`config.mk`:
```
export PLATFORM = sky130hd
export DESIGN_NAME = twts_slot_mem
export DESIGN_NICKNAME = d
export VERILOG_FILES = /design/src/hdl/twts_pkg.sv /design/src/hdl/twts_slot_mem.sv
export SDC_FILE = /design/constraint.sdc
export NUM_CORES = 2
export LEC_CHECK = 0
export BUFFER_PORTS_ARGS = -buffer_cell sky130_fd_sc_hd__buf_2
export CAP_MARGIN = 0
export CELL_PAD_IN_SITES_DETAIL_PLACEMENT = 1
export CELL_PAD_IN_SITES_GLOBAL_PLACEMENT = 2
export CORE_MARGIN = 4
export CORE_UTILIZATION = 48
export CTS_BUF_LIST = sky130_fd_sc_hd__clkbuf_8
export DETAILED_ROUTE_END_ITERATION = 12
export PLACE_DENSITY = 0.75
export SLEW_MARGIN = 20
export SYNTH_ARGS = -nofsm -noshare
export SYNTH_HDL_FRONTEND = slang
export SYNTH_SLANG_ARGS = --single-unit
```
`constraint.sdc`:
```
create_clock -name clk -period 5.6 [get_ports clk]
set_clock_uncertainty 0.1 [all_clocks]
set_input_delay 0.84 -clock clk [delete_from_list [all_inputs] [get_ports clk]]
set_output_delay 0.84 -clock clk [all_outputs]
set_load 0.02 [all_outputs]
```
`src/hdl/twts_pkg.sv`:
```
// package with types, constants and helpers for the timing wheel timer scheduler
package twts_pkg;

  localparam int SLOTS_DEF    = 256;
  localparam int CAPACITY_DEF = 64;

  typedef enum logic [1:0] {
    ACT_TICK   = 2'd0,
    ACT_SET    = 2'd1,
    ACT_CANCEL = 2'd2,
    ACT_NONE   = 2'd3
  } action_t;

  typedef enum logic [1:0] {
    KIND_EXPIRED = 2'd0,
    KIND_SET     = 2'd1,
    KIND_CANCEL  = 2'd2
  } kind_t;

  typedef enum logic [2:0] {
    ST_OK        = 3'd0,
    ST_FULL      = 3'd1,
    ST_ZERO      = 3'd2,
    ST_NOT_FOUND = 3'd3,
    ST_DUP       = 3'd4
  } status_t;

  typedef enum logic [3:0] {
    S_IDLE,
    S_SCAN,
    S_SET_WR,
    S_HEAD_RD,
    S_HEAD_WAIT,
    S_WALK,
    S_WALK_WAIT,
    S_WALK_DO,
    S_EMIT,
    S_DONE
  } state_t;

  typedef struct packed {
    logic [1:0]  action;
    logic [15:0] timer_id;
    logic [15:0] delay_ticks;
  } in_item_t;

  typedef struct packed {
    logic [1:0]  result_kind;
    logic [15:0] result_id;
    logic [2:0]  status;
    logic        last;
  } out_item_t;

endpackage

```
`src/hdl/twts_slot_mem.sv`:
```
// slot head and tail memory with a clearing pass after reset
module twts_slot_mem
  import twts_pkg::*;
#(
  parameter int SLOTS = SLOTS_DEF,
  parameter int PW    = 7,
  parameter int SW    = 8
) (
  input  logic          clk,
  input  logic          rst_n,
  input  logic [SW-1:0] rd_addr,
  output logic [PW-1:0] rd_head,
  output logic [PW-1:0] rd_tail,
  input  logic          wr_en,
  input  logic [SW-1:0] wr_addr,
  input  logic [PW-1:0] wr_head,
  input  logic [PW-1:0] wr_tail,
  input  logic [PW-1:0] nil_val,
  output logic          busy
);

  logic [2*PW-1:0] mem [SLOTS];
  logic [SW:0]     clr_r;
  logic [SW:0]     clr_nxt;

  assign busy    = (clr_r != SW'(0) + (SW+1)'(SLOTS));
  assign clr_nxt = busy ? clr_r + 1'b1 : clr_r;

  always_ff @(posedge clk) begin
    if (!rst_n) begin
      clr_r <= '0;
    end else begin
      clr_r <= clr_nxt;
    end
  end

  always_ff @(posedge clk) begin
    if (busy) begin
      mem[clr_r[SW-1:0]] <= {nil_val, nil_val};
    end else if (wr_en) begin
      mem[wr_addr] <= {wr_head, wr_tail};
    end
    {rd_head, rd_tail} <= mem[rd_addr];
  end

endmodule

```
# Word level (Yosys, flattened, before mapping)
# Memories as Yosys holds them, arrays and structs flattened. A register that Yosys moved wholly into a read port is not among the register bits.
# Cells that the tools add are included.
# totals
mem_count,1
ff_bits,9
ramBits,3584
# op_classes
addsub,1
eq_ne,1
n_mux,8
reduce_logical,1
# mem_list
name,depth,width,read_ports,rd_ports_with_merged_regs,write_ports,line_no,source
mem,256,14,1,1,1,twts_slot_mem.sv:22,logic [2*PW-1:0] mem [SLOTS];
# op_table
operator,n
$mux W14,1
$reduce_or A14 Y1,1
$add A9 B1 Y9 const B,1
$ne A9 B9 Y1 const B,1
$mux W8,1
$mux W1,6

# Logic depth before layout (Yosys ltp)
# logic_depth
word_depth,5
mapped_depth,12
mapped_depth_nobuf,7

# Least setup slack after synthesis
# OpenSTA, ideal clock, no wires.
# synth_path
path_type,input -> register
from,in wr_en
to,mem mem[0][10] in the netlist's numbering (data pin)
arrival_ps,4816
path_stages,7
path_slack_ps,-137
path_cell_list,and2_1 > and4_4 > buf_6 > buf_6 > clkbuf_1 > nand2_1 > nand2_1
# synth_between
elab_chain_cells,5
# synth_lines
element,line_no,source
from (decl),twts_slot_mem.sv:14,"input logic wr_en,"
$mux W1,twts_slot_mem.sv:40,end else if (wr_en) begin
$mux W1,twts_slot_mem.sv:38,if (busy) begin
$mux W1 (not written as such),twts_slot_mem.sv:41,"mem[wr_addr] <= {wr_head, wr_tail};"
$reduce_or A14 Y1 (no source line),n/a,
$mux W14 (no source line),n/a,
to (decl),twts_slot_mem.sv:22,
# No other way between the ends.

# Final worst setup path
# layout_path
from,reg clr_r[0]
to,"mem mem[138][4] in the netlist's numbering, enable pin"
# layout_between
elab_chain_cells,5
elab_cells_between_ends,8
classes_between,eq/ne: 1; mux: 6; reduce/logical: 1
# layout_lines
element,line_no,source
from (decl),twts_slot_mem.sv:23,logic [SW:0] clr_r;
from (signal assigned),twts_slot_mem.sv:33,clr_r <= clr_nxt;
$ne A9 B9 Y1,twts_slot_mem.sv:26,assign busy = (clr_r != SW'(0) + (SW+1)'(SLOTS));
$mux W1,twts_slot_mem.sv:38,
$mux W1 (not written as such),twts_slot_mem.sv:41,
$reduce_or A14 Y1 (no source line),n/a,
$mux W8 (no source line) or $mux W1 (tied branches),n/a,
# Several ways; a longest one is shown, not always the timed one.

==> results.toml <==
[status]
status = "finished, final reports clean"

[worst_setup_path]
crit_type = "reg2reg"
endpoint_kind = "flip-flop"
crit_path_max_fanout = 30
startpoint_type = "flip-flop"
r2r-end = "mem[138][4]"
crit_arrival_ps = 5060
reg2regPathDepth = 7
reg2reg_slack_ps = 1300
reg2reg_from = "clr_r[0]"
worstPathRequired_ps = 6360

[run]
cap_violations = 0

[detailed_routing]
via_count = 70600
drc = 0
via_per_inst = 6.21
drtAntennaViolNets = 0
drt-wirelength-per-cell_microns = 33.3
drt_iter0_markers = 8984
first_pass_iters = 5
routed_wl_microns = 379000

[floorplan]
die-area_sq_um = 298000
fp.dieW_microns = 546
ios = 55
num_rows = 197
initial_utilization_pct = 48.2
core-area_sq_um = 288000
die_y_microns = 546

[timing]
setup_ws_ps = 1300
setup_viol = 0
setup-tns-final_ps = 0
rsz0062_at_grt = "false"
fin_crit_ps = 4300
tightest_slew_ps = 1200
drv_slew = 0
final_hold_viol_count = 0
fmax_mhz = 233
slew_headroom_pct = 19.9
timing.final.crit_share_pct = 76.8

[global_route]
grt_pass1_wl_microns = 547000
grt_pass1_vias = 74000
grt_use_total_pct = 25.3
grt_overflow = 0
antenna_found_initial = 34
grt_max_degree = 176

[synth]
synth_edf_count = 3584
postSynthCellCount = 6418
yosys_warnings = 0
avgSynthCellArea_sq_um = 21.6
synth_area_sq_um = 139000
ys_types = 75
synth_top_area_share_pct = 77.6
synth_nets = 6460
synth_top_flop_cell = "edfxtp_1"
synth_top_cell_by_area = "edfxtp_1"
ys_async_sr_fraction_pct = 0
seq_area_frac_synth_pct = 77.9
synth_common_cells = "edfxtp_1 (3,584), mux4_2 (773), a22oi_1 (328)"
synthTopCellsByArea = "edfxtp_1 (78%), mux4_2 (13%), a22oi_1 (1.8%), mux2i_1 (1.6%), nor2_1 (0.78%)"
synthMostInstantiatedCell = "edfxtp_1"
ys_seq_elements = 3607

[finish]
area_delta_synth_final_pct = 12.7
fin_area_sq_um = 156000
nets = 7191
drive_above_1_share_pct = 27.7

[power_and_ir_drop]
switchingPower_uw = 12600
ir_drop_v = 0.000256
p_seq_share_pct = 55.7
power.leakage_uw = 0.0500
power.density_nw_per_um2 = 342
combPwrFrac_pct = 5.3
p_sw_share_pct = 23.6
cellInternalPower_uw = 40900
power.share.clock_pct = 39.0

[clocking]
cts_resized = 0
clk_pin_slew_worst_paths_ps = 60
cts_hold_buf = 1
cts_tree = "done"
cts_root_buffer = "clkbuf_8"
clock_path_buffers = 4
cts_num_sinks = 3607
htree_levels = 6
numCtsBuffers = 577
clkLatencyLatePin_ps = 1210
post_cts_buffers = 0

[place]
pre_cts_slack_ps = 932
place.detailed.hpwl_microns = 230000
portBuffers = 54
gp_congestion = 0.828
detailed_place.area_sq_um = 146000

[min_path]
hold_start = "wr_head[6]"
hold_path_depth = 3
min_delay_worst_endpoint = "mem[194][13]"
hold_path.class = "in2reg"
power by group through the flow:
stage | combinational [uW] | clock, uW | sequential [uW]
after floorplan | 1600 | 0 | 30400
after global placement | 2750 | 0 | 30400
after detailed placement | 2820 | 0 | 30400
after CTS | 2830 | 21300 | 29800
after global routing | 2970 | 22700 | 29800
final | 2820 | 20900 | 29800
routing by layer:
layer,share of wire (%),GRT usage [%],vias to the layer above,routed length (microns)
li1,-,-,28700,-
met3,9.4,5.83,555,35700
met1,41,36.6,38000,154000
met5,0.023,0,-,88
met4,2.7,7.10,14,10200
met2,47,39.1,3424,179000
critical path, cell delays in order, from the launching register on:
cell      delay, ps
dfxtp_1         460
inv_1           170
ha_1            290
and4_4          280
o31ai_2         640
nand2b_2        840
nor2_1          830
buf_4           310
stage by stage:
step / utilization (%) / hold slack, ps / power, uW / instances
final: 54.3 / 183 / 53500 / 11400
after global routing: 54.3 / 167 / 55400 / 11400
after CTS: 54.3 / 99.9 / 53900 / 11400
after detailed placement: 50.7 / 491 / 33200 / 10300
after global placement: 50.6 / 501 / 33100 / 10300
after floorplan: - / 463 / 32000 / 6418
cells by family (layout without fill, tap and decap cells):
family                   Yosys count  after routing  synth area share, %
AO/OA/AOI/OAI                    824            824                 4.11
XOR/XNOR                           7              7               0.0442
adder cells (fa/ha/maj)            2              2               0.0180
buffers and inverters            404           1572                 1.84
flip-flops                      3607           3607                 77.9
multiplexers                     992            992                 14.1
other                              0             10                    0
AND/OR/NAND/NOR                  582            582                 1.96
cell usage in the layout (no fill, tap or decap), types with 16 or more instances in the layout:
cell / Yosys / routed
inv_12: 0 / 16
or3_1: 24 / 24
buf_2: 121 / 51
buf_12: 15 / 46
clkinv_2: 0 / 40
nor3_1: 23 / 23
mux2i_1: 219 / 219
nor4_1: 22 / 16
o21ai_0: 17 / 17
a31oi_1: 21 / 20
a22oi_1: 328 / 328
nand3_1: 18 / 18
nor2_1: 290 / 288
o22ai_1: 61 / 61
or2_2: 19 / 19
edfxtp_1: 3584 / 3584
inv_1: 8 / 196
mux4_2: 773 / 773
o221ai_1: 58 / 58
a21o_1: 17 / 17
clkinv_1: 0 / 138
a21oi_1: 210 / 209
clkbuf_8: 0 / 583
dfxtp_1: 23 / 23
buf_4: 42 / 446
a211oi_1: 56 / 54
nand2_1: 104 / 84
how the worst max path moves through the flow:
stage | startpoint | to | slack, ps
2_1_floorplan | wr_en | mem[0][0] | 100
3_3_place_gp | rd_addr[0] | rd_tail[6] | 640
3_5_place_dp | rd_addr[0] | rd_head[6] | 930
4_1_cts | clr_r[3] | mem[152][2] | 1330
5_1_grt | clr_r[1] | mem[138][13] | 1110
6_report | clr_r[0] | mem[138][4] | 1300
flip-flops by register name, indices dropped and copies added (netlist names):
| name | cells |
|---|---|
| rd_tail | 7 |
| clr_r | 9 |
| rd_head | 7 |
| mem | 3584 |
cell type report:
type	count	area [sq um]
Sequential cell	3607	108000
Multi-Input combinational cell	2407	28400
Fill cell	25100	131000
Clock inverter	433	2440
Clock buffer	583	8020
Inverter	8	30.0
Timing Repair Buffer	548	4630
Antenna cell	10	25.0
Tap cell	3781	4730
No activity file was read; power rests on OpenSTA's default activity.
